`config.mk`:
```
export PLATFORM = sky130hd
export DESIGN_NAME = utf8_codepoint_width_decoder_top
export DESIGN_NICKNAME = d
export VERILOG_FILES = /design/src/sv/utf8cw_pkg.sv /design/src/sv/utf8cw_front.sv /design/src/sv/utf8cw_queue.sv /design/src/sv/utf8cw_back.sv /design/src/sv/utf8_codepoint_width_decoder_top.sv
export SDC_FILE = /design/constraint.sdc
export NUM_CORES = 1
export LEC_CHECK = 0
export BUFFER_PORTS_ARGS = -buffer_cell sky130_fd_sc_hd__buf_2
export CAP_MARGIN = 10
export CORE_MARGIN = 10
export CORE_UTILIZATION = 57
export DETAILED_ROUTE_END_ITERATION = 7
export GPL_ROUTABILITY_DRIVEN = 0
export PLACE_DENSITY = 0.77
export SLEW_MARGIN = 20
export SYNTH_ARGS = -nofsm -noshare
export SYNTH_HDL_FRONTEND = slang
export SYNTH_SLANG_ARGS = --single-unit
```
`constraint.sdc`:
```
create_clock -name clock -period 11.6 [get_ports clock]
set_input_delay 2.9 -clock clock [delete_from_list [all_inputs] [get_ports clock]]
set_output_delay 2.9 -clock clock [all_outputs]
set_load 0.1 [all_outputs]
```
`src/sv/utf8cw_pkg.sv`:
```
package utf8cw_pkg;

   // Field widths.
   localparam int unsigned BYTE_W  = 8;
   localparam int unsigned CP_W    = 21;
   localparam int unsigned CELL_W  = 2;

   // Default depth of the queue between the front and back parts.
   localparam int unsigned QUEUE_DEPTH = 4;

   // Byte class masks and patterns.
   localparam logic [BYTE_W-1:0] LEAD2_MASK = 8'hE0;
   localparam logic [BYTE_W-1:0] LEAD2_PAT  = 8'hC0;
   localparam logic [BYTE_W-1:0] LEAD3_MASK = 8'hF0;
   localparam logic [BYTE_W-1:0] LEAD3_PAT  = 8'hE0;
   localparam logic [BYTE_W-1:0] LEAD4_MASK = 8'hF8;
   localparam logic [BYTE_W-1:0] LEAD4_PAT  = 8'hF0;
   localparam logic [BYTE_W-1:0] CONT_MASK  = 8'hC0;
   localparam logic [BYTE_W-1:0] CONT_PAT   = 8'h80;

   localparam logic [CP_W-1:0]   REPLACEMENT_CP = 21'h0FFFD;
   localparam logic [CELL_W-1:0] CELL_NARROW    = 2'd1;
   localparam logic [CELL_W-1:0] CELL_WIDE      = 2'd2;

   // Code points below this bound are always narrow.
   localparam logic [CP_W-1:0] NARROW_BOUND = 21'h00300;

   // DEC special graphics remap window.
   localparam logic [CP_W-1:0] DEC_FIRST = 21'h0005F;
   localparam logic [CP_W-1:0] DEC_LAST  = 21'h0007E;
   localparam logic [CP_W-1:0] ASCII_END = 21'h00080;

   localparam logic [15:0] DEC_GRAPHICS [32] = '{
      16'h00A0, 16'h2666, 16'h2592, 16'h2409, 16'h240C, 16'h240D, 16'h240A, 16'h00B0,
      16'h00B1, 16'h2424, 16'h240B, 16'h2518, 16'h2510, 16'h250C, 16'h2514, 16'h253C,
      16'h23BA, 16'h23BB, 16'h2500, 16'h23BC, 16'h23BD, 16'h251C, 16'h2524, 16'h2534,
      16'h252C, 16'h2502, 16'h2264, 16'h2265, 16'h03C0, 16'h2260, 16'h00A3, 16'h00B7
   };

   // Ranges of double-width code points, inclusive bounds.
   localparam int unsigned WIDE_COUNT = 16;
   localparam logic [CP_W-1:0] WIDE_LO [WIDE_COUNT] = '{
      21'h01100, 21'h02329, 21'h02E80, 21'h03040, 21'h03400, 21'h04E00, 21'h0A960, 21'h0AC00,
      21'h0F900, 21'h0FE10, 21'h0FE30, 21'h0FF01, 21'h0FFE0, 21'h1F000, 21'h20000, 21'h30000
   };
   localparam logic [CP_W-1:0] WIDE_HI [WIDE_COUNT] = '{
      21'h0115F, 21'h0232A, 21'h0303E, 21'h033BF, 21'h04DBF, 21'h0A4CF, 21'h0A97F, 21'h0D7AF,
      21'h0FAFF, 21'h0FE1F, 21'h0FE6F, 21'h0FF60, 21'h0FFE6, 21'h1F9FF, 21'h2FFFD, 21'h3FFFD
   };

   // Input transaction.
   typedef struct packed {
      logic [BYTE_W-1:0] data_byte;
      logic              line_drawing;
   } req_type;

   // Result transaction.
   typedef struct packed {
      logic [CP_W-1:0]   code_point;
      logic [CELL_W-1:0] cell_width;
      logic              decode_error;
   } rsp_type;

   // Completed code point waiting for remap and width lookup.
   typedef struct packed {
      logic [CP_W-1:0] code_point;
      logic            line_drawing;
      logic            decode_error;
   } queue_entry_type;

   // Remaps ASCII 0x5F..0x7E through the DEC special graphics table.
   function automatic logic [CP_W-1:0] remap_dec(input logic [CP_W-1:0] cp);
      logic [4:0] idx;
      idx = 5'(cp[6:0] - DEC_FIRST[6:0]);
      if (cp >= DEC_FIRST && cp <= DEC_LAST) begin
         return {5'd0, DEC_GRAPHICS[idx]};
      end
      return cp;
   endfunction

   // Display cells of a code point: 2 inside a wide range, else 1.
   function automatic logic [CELL_W-1:0] width_of(input logic [CP_W-1:0] cp);
      logic hit;
      hit = 1'b0;
      for (int i = 0; i < WIDE_COUNT; i++) begin
         if (cp >= WIDE_LO[i] && cp <= WIDE_HI[i]) begin
            hit = 1'b1;
         end
      end
      if (cp < NARROW_BOUND || !hit) begin
         return CELL_NARROW;
      end
      return CELL_WIDE;
   endfunction

endpackage

```
`src/sv/utf8cw_front.sv`:
```
module utf8cw_front (
   input  logic                         clock,
   input  logic                         reset,
   input  logic                         accept,
   input  utf8cw_pkg::req_type          req_data,
   output logic                         push,
   output utf8cw_pkg::queue_entry_type  entry
);
   import utf8cw_pkg::*;

   logic [1:0]        pending_ff, pending_in;
   logic [CP_W-1:0]   partial_ff, partial_in;
   logic [BYTE_W-1:0] b;
   logic [CP_W-1:0]   shifted;

   assign b       = req_data.data_byte;
   assign shifted = {partial_ff[CP_W-7:0], b[5:0]};

   // Sequence state: continuation bytes still expected and bits gathered so far.
   always_ff @(posedge clock) begin
      if (reset) begin
         pending_ff <= 2'd0;
         partial_ff <= '0;
      end else begin
         pending_ff <= pending_in;
         partial_ff <= partial_in;
      end
   end

   // Classify the byte and decide whether it completes a code point.
   always_comb begin
      pending_in = pending_ff;
      partial_in = partial_ff;
      push       = 1'b0;
      entry      = '{code_point: CP_W'(b), line_drawing: req_data.line_drawing,
                     decode_error: 1'b0};
      if (accept) begin
         if (pending_ff == 2'd0) begin
            if (!b[7]) begin
               push = 1'b1;
            end else if ((b & LEAD2_MASK) == LEAD2_PAT) begin
               partial_in = CP_W'(b[4:0]);
               pending_in = 2'd1;
            end else if ((b & LEAD3_MASK) == LEAD3_PAT) begin
               partial_in = CP_W'(b[3:0]);
               pending_in = 2'd2;
            end else if ((b & LEAD4_MASK) == LEAD4_PAT) begin
               partial_in = CP_W'(b[2:0]);
               pending_in = 2'd3;
            end else begin
               push               = 1'b1;
               entry.code_point   = REPLACEMENT_CP;
               entry.decode_error = 1'b1;
            end
         end else if ((b & CONT_MASK) != CONT_PAT) begin
            // A non-continuation byte closes the sequence and is dropped.
            pending_in         = 2'd0;
            push               = 1'b1;
            entry.code_point   = REPLACEMENT_CP;
            entry.decode_error = 1'b1;
         end else begin
            partial_in = shifted;
            pending_in = pending_ff - 2'd1;
            if (pending_ff == 2'd1) begin
               push             = 1'b1;
               entry.code_point = shifted;
            end
         end
      end
   end

endmodule

```
`src/sv/utf8cw_queue.sv`:
```
module utf8cw_queue #(
   parameter int unsigned DEPTH = utf8cw_pkg::QUEUE_DEPTH
) (
   input  logic                         clock,
   input  logic                         reset,
   input  logic                         push,
   input  utf8cw_pkg::queue_entry_type  push_data,
   output logic                         full,
   input  logic                         pop,
   output logic                         valid,
   output utf8cw_pkg::queue_entry_type  pop_data
);
   import utf8cw_pkg::*;

   localparam int unsigned PTR_W = (DEPTH > 1) ? $clog2(DEPTH) : 1;
   localparam int unsigned CNT_W = $clog2(DEPTH + 1);

   queue_entry_type  slots_ff [DEPTH];
   logic [PTR_W-1:0] wr_ptr_ff, wr_ptr_in;
   logic [PTR_W-1:0] rd_ptr_ff, rd_ptr_in;
   logic [CNT_W-1:0] count_ff, count_in;
   logic             do_push, do_pop;

   assign full     = (count_ff == CNT_W'(DEPTH));
   assign valid    = (count_ff != '0);
   assign do_push  = push && !full;
   assign do_pop   = pop && valid;
   assign pop_data = slots_ff[rd_ptr_ff];

   // Pointer and fill count update with wrap at the queue depth.
   always_comb begin
      wr_ptr_in = wr_ptr_ff;
      rd_ptr_in = rd_ptr_ff;
      count_in  = count_ff;
      if (do_push) begin
         wr_ptr_in = (wr_ptr_ff == PTR_W'(DEPTH - 1)) ? '0 : wr_ptr_ff + 1'b1;
      end
      if (do_pop) begin
         rd_ptr_in = (rd_ptr_ff == PTR_W'(DEPTH - 1)) ? '0 : rd_ptr_ff + 1'b1;
      end
      if (do_push && !do_pop) begin
         count_in = count_ff + 1'b1;
      end else if (!do_push && do_pop) begin
         count_in = count_ff - 1'b1;
      end
   end

   always_ff @(posedge clock) begin
      if (reset) begin
         wr_ptr_ff <= '0;
         rd_ptr_ff <= '0;
         count_ff  <= '0;
      end else begin
         wr_ptr_ff <= wr_ptr_in;
         rd_ptr_ff <= rd_ptr_in;
         count_ff  <= count_in;
      end
   end

   // Entry storage needs no reset.
   always_ff @(posedge clock) begin
      if (do_push) begin
         slots_ff[wr_ptr_ff] <= push_data;
      end
   end

endmodule

```
`src/sv/utf8cw_back.sv`:
```
module utf8cw_back (
   input  logic                         clock,
   input  logic                         reset,
   input  logic                         entry_valid,
   input  utf8cw_pkg::queue_entry_type  entry,
   output logic                         entry_pop,
   output logic                         rsp_empty,
   input  logic                         rsp_pop,
   output utf8cw_pkg::rsp_type          rsp_data
);
   import utf8cw_pkg::*;

   logic            out_valid_ff, out_valid_in;
   rsp_type         out_data_ff, out_data_in;
   logic [CP_W-1:0] cp_mapped;

   assign rsp_empty = !out_valid_ff;
   assign rsp_data  = out_data_ff;
   assign entry_pop = entry_valid && (!out_valid_ff || rsp_pop);

   // Remap ASCII under line drawing, then look up the cell width.
   always_comb begin
      cp_mapped = entry.code_point;
      if (entry.line_drawing && entry.code_point < ASCII_END) begin
         cp_mapped = remap_dec(entry.code_point);
      end
      if (entry.decode_error) begin
         out_data_in = '{code_point: REPLACEMENT_CP, cell_width: CELL_NARROW,
                         decode_error: 1'b1};
      end else begin
         out_data_in = '{code_point: cp_mapped, cell_width: width_of(cp_mapped),
                         decode_error: 1'b0};
      end
   end

   // Output register: refills in the cycle its transaction is taken.
   always_comb begin
      out_valid_in = out_valid_ff;
      if (entry_pop) begin
         out_valid_in = 1'b1;
      end else if (rsp_pop) begin
         out_valid_in = 1'b0;
      end
   end

   always_ff @(posedge clock) begin
      if (reset) begin
         out_valid_ff <= 1'b0;
      end else begin
         out_valid_ff <= out_valid_in;
      end
   end

   always_ff @(posedge clock) begin
      if (entry_pop) begin
         out_data_ff <= out_data_in;
      end
   end

endmodule

```
`src/sv/utf8_codepoint_width_decoder_top.sv`:
```
// UTF-8 decoder with display cell width.
// Input channel: one byte per transaction on req_data, taken when req_push is
// high and req_full is low. req_data.line_drawing selects the DEC special
// graphics remap for completed ASCII code points.
// Result channel: the oldest result sits on rsp_data while rsp_empty is low and
// is taken when rsp_pop is high. A lead byte or a middle continuation byte
// gives no result; an ASCII byte, a final continuation byte or a malformed
// byte gives exactly one.
// Path: a completing byte's result is written into the decode queue when the
// byte is taken, then loaded into the output register and shown on rsp_data.
// Throughput: one byte per cycle while req_full is low; the front decoder
// updates its sequence state with each byte, and the back stage does the
// remap and width lookup combinationally ahead of the output register.
// When the receiver stalls, the output register holds and the queue of
// QUEUE_DEPTH entries fills; req_full rises once it is full.
// Reset (synchronous) drops any open sequence and all waiting results.
module utf8_codepoint_width_decoder_top #(
   parameter int unsigned QUEUE_DEPTH = utf8cw_pkg::QUEUE_DEPTH
) (
   input  logic                 clock,
   input  logic                 reset,
   input  logic                 req_push,
   output logic                 req_full,
   input  utf8cw_pkg::req_type  req_data,
   output logic                 rsp_empty,
   input  logic                 rsp_pop,
   output utf8cw_pkg::rsp_type  rsp_data
);
   import utf8cw_pkg::*;

   logic            accept;
   logic            q_push, q_valid, q_pop;
   queue_entry_type q_in, q_out;

   assign accept = req_push && !req_full;

   // Front: sequence tracking and byte classification.
   utf8cw_front u_front (
      .clock    (clock),
      .reset    (reset),
      .accept   (accept),
      .req_data (req_data),
      .push     (q_push),
      .entry    (q_in)
   );

   // Queue between front and back parts.
   utf8cw_queue #(
      .DEPTH (QUEUE_DEPTH)
   ) u_queue (
      .clock     (clock),
      .reset     (reset),
      .push      (q_push),
      .push_data (q_in),
      .full      (req_full),
      .pop       (q_pop),
      .valid     (q_valid),
      .pop_data  (q_out)
   );

   // Back: remap, width lookup and output register.
   utf8cw_back u_back (
      .clock       (clock),
      .reset       (reset),
      .entry_valid (q_valid),
      .entry       (q_out),
      .entry_pop   (q_pop),
      .rsp_empty   (rsp_empty),
      .rsp_pop     (rsp_pop),
      .rsp_data    (rsp_data)
   );

endmodule

```
==> flow_metrics.env <==
export IMPL_hold_viol=0
export IMPL_antenna_found_initial=0
export IMPL_slew_headroom=0.303
export IMPL_worstPathCellList="buf_4 > mux2i_1 > mux2_2 > inv_1 > ha_1 > nand2_1 > o22ai_2 > xor2_1 > mux4_2 > nor3b_2 > a32oi_1 > nor2_2 > nand2_1 > o22ai_1 > nor4_1 > nand4_1 > o221a_1"
export IMPL_rows=42
export IMPL_cts_tree="yes"
export IMPL_synth_warning_count=0
export IMPL_yosysTopAreaCell="edfxtp_1"
export IMPL_place_hpwl_mm=12.1
export IMPL_grt_pass1_wl_mm=28.9
export IMPL_ys_top_cells_by_count="edfxtp_1 (116), nor2_1 (57), nand2_1 (50)"
export IMPL_die_area_um2=18700
export IMPL_track_usage=0.195
export IMPL_critPathMaxStageDelay_ns=0.85
export IMPL_cp_start_kind="flip-flop"
export IMPL_r2r_end="u_back.rsp_data[2]$_SDFFCE_PP0P_"
export IMPL_grt_max_degree=32
export IMPL_path_max_fanout=31
export IMPL_setup_viol=0
export IMPL_route_vias_total=5844
export IMPL_cap_viol_max_count=0
export IMPL_avgSynthCellArea_um2=11.7
export IMPL_pin_count=39
export IMPL_port_buffers=38
export IMPL_netlist_area_leader_share=0.449
export IMPL_yosysMostFrequentCell="edfxtp_1"
export IMPL_drc=0
export IMPL_synth_seq_cells=143
export IMPL_worst_endpoint_required_ns=11.79
export IMPL_skew_ns=0.0109
export IMPL_rsz0062_at_grt="false"
export IMPL_cts_setup_buffers=0
export IMPL_fin_nets=725
export IMPL_holdPathEnd="u_back.out_valid_ff$_SDFFE_PP0P_"
export IMPL_die_w_um=137
export IMPL_yosys_top_cells_area="edfxtp_1 (45%), dfxtp_1 (7.0%), mux4_2 (7.0%)"
export IMPL_first_global_vias=5602
export IMPL_synth_flop_cell="edfxtp_1"
export IMPL_timing_fmax_mhz=171
export IMPL_drtPass1Iterations=8
export IMPL_cts_sinks=143
export IMPL_synth_edf_count=116
export IMPL_worstRegToRegCells=17
export IMPL_fp_dieH_um=137
export IMPL_synth_distinct_cells=85
export IMPL_ant_nets=0
export IMPL_setup_tns_ns=0
export IMPL_hold_class="flip-flop to flip-flop"
export IMPL_netlist_instances=665
export IMPL_wl_mm=17.9
export IMPL_crit_top_cell="nand2_1"
export IMPL_hold_path_depth=2
export IMPL_period_minus_slack_ns=5.84
export IMPL_clock_path_buffers=2
export IMPL_worstHoldStart="u_back.out_valid_ff$_SDFFE_PP0P_"
export IMPL_seq_area_frac_synth=0.519
export IMPL_overflow=0
export IMPL_critPathSlowestCell="xor2_1"
export IMPL_syn2layout_area_growth_pct=11.1
export IMPL_cts_root_buffer="clkbuf_16"
export IMPL_async_flop_share=0
export IMPL_numCtsBuffers=17
export IMPL_status="finished clean"
export IMPL_rrSetupSlack_ns=5.76
export IMPL_viasPerCell=6.63
export IMPL_slew_viol_final=0
export IMPL_setup_worst_path_end_class="flip-flop"
export IMPL_period_share=0.503
export IMPL_crit_arrival_ns=6.02
export IMPL_core_um2=13300
export IMPL_synth_nets=697
export IMPL_clkSlewWorstSetupHoldPaths_ns=0.07
export IMPL_crit_type="flip-flop to flip-flop"
export IMPL_wl_per_cell_um=20.3
export IMPL_ctsResizeCount=0
export IMPL_clkLatencyLatePin_ns=0.43
export IMPL_worst_pin_slew_ns=1.04
export IMPL_initialDrtViolationCount=1116
export IMPL_syn_area_um2=7760
export IMPL_n_antenna_cell=0
export IMPL_initial_core_util=0.583
export IMPL_ctsHoldBuffers=0
export IMPL_drive_gt1_frac=0.194
export IMPL_htreeDepth=4
==> critical path, delay by kind of cell, from the launching register on <==
kind	cells	cell delay (ns)
AOI/OAI and AO/OA	4	1.11
DFF	1	0.32
muxes	3	1.19
buffers and inverters	2	0.61
xor gates and xnor gates	1	0.85
adders and majority gates	1	0.34
and+or+nand+nor	6	1.13
==> metrics by stage <==
step,cells,setup WS (ns),util,area (um2),hold slack (ns)
after floorplan,665,6.04,-,7760,0.445
after global placement,850,6.13,0.605,8040,0.465
after detailed placement,850,5.87,0.605,8040,0.478
after CTS,882,5.83,0.648,8620,0.498
after global routing,882,5.37,0.648,8620,0.534
final,882,5.76,0.648,8620,0.497
==> layout make-up <==
cell class / instances / area [um2]
Fill cell: 979 / 4680
Multi-Input combinational cell: 462 / 3460
Tap cell: 176 / 220
Sequential cell: 143 / 4030
Inverter: 23 / 86.3
Timing Repair Buffer: 46 / 250
Clock inverter: 15 / 154
Clock buffer: 17 / 425
==> placed cells by master (no fill, tap or decap), types with 6 or more instances in the layout <==
master / synthesis / final
nand2b_1: 11 / 11
ha_1: 18 / 18
mux4_2: 24 / 24
nor2_1: 57 / 57
a22oi_1: 14 / 14
o21a_1: 14 / 14
and3_1: 14 / 14
nor2b_1: 6 / 6
nand4_1: 13 / 13
a31oi_1: 9 / 9
a21oi_1: 32 / 31
nor3b_1: 6 / 6
nand3_1: 11 / 11
clkbuf_16: 0 / 17
mux2i_1: 20 / 20
buf_4: 1 / 8
edfxtp_1: 116 / 116
or2_2: 10 / 10
and2_1: 8 / 8
nor3_1: 19 / 19
nor4_1: 6 / 6
o21ai_0: 21 / 20
inv_1: 20 / 20
nand2_1: 50 / 50
buf_2: 11 / 38
dfxtp_1: 27 / 26
xnor2_1: 8 / 8
==> state kept, by name (all words and copies together) (netlist names), named ones only <==
name	cells
u_queue.count_ff	3
u_front.partial_ff	15
u_queue.wr_ptr_ff	2
u_back.out_valid_ff	1
u_front.pending_ff	2
u_queue.slots_ff	92
u_back.rsp_data	24
u_queue.rd_ptr_ff	2
==> layer usage <==
layer,track usage,share of wire,up-vias
met5,0,0,-
met4,0.101,0.041,0
met3,0.0447,0.098,89
met2,0.314,0.47,388
met1,0.241,0.39,2761
li1,-,-,2606
==> how the worst max path moves through the flow <==
stage | slack, ns | to | cells past startpoint | startpoint
after floorplan | 6.04 | u_queue.count_ff[2]$_SDFFE_PP0P_ | 9 | rsp_pop
after global placement | 6.13 | u_back.rsp_data[2]$_SDFFCE_PP0P_ | 16 | flip-flop
after detailed placement | 5.87 | u_back.rsp_data[2]$_SDFFCE_PP0P_ | 17 | flip-flop
after CTS | 5.83 | u_back.rsp_data[2]$_SDFFCE_PP0P_ | 17 | flip-flop
after global routing | 5.37 | u_back.rsp_data[2]$_SDFFCE_PP0P_ | 17 | flip-flop
final | 5.76 | u_back.rsp_data[2]$_SDFFCE_PP0P_ | 17 | flip-flop
==> cell families after synthesis <==
kind of cell	after synthesis	synth area share
buffers and inverters	60	0.0361
XOR/XNOR	11	0.0124
AO/OA/AOI/OAI	147	0.136
AND/OR/NAND/NOR	235	0.161
adder cells (fa/ha/maj)	19	0.0316
multiplexers	50	0.104
flip-flops	143	0.519
Power is not shown: default switching activity piles up to over one toggle a cycle in this logic, so the estimate is an artifact.
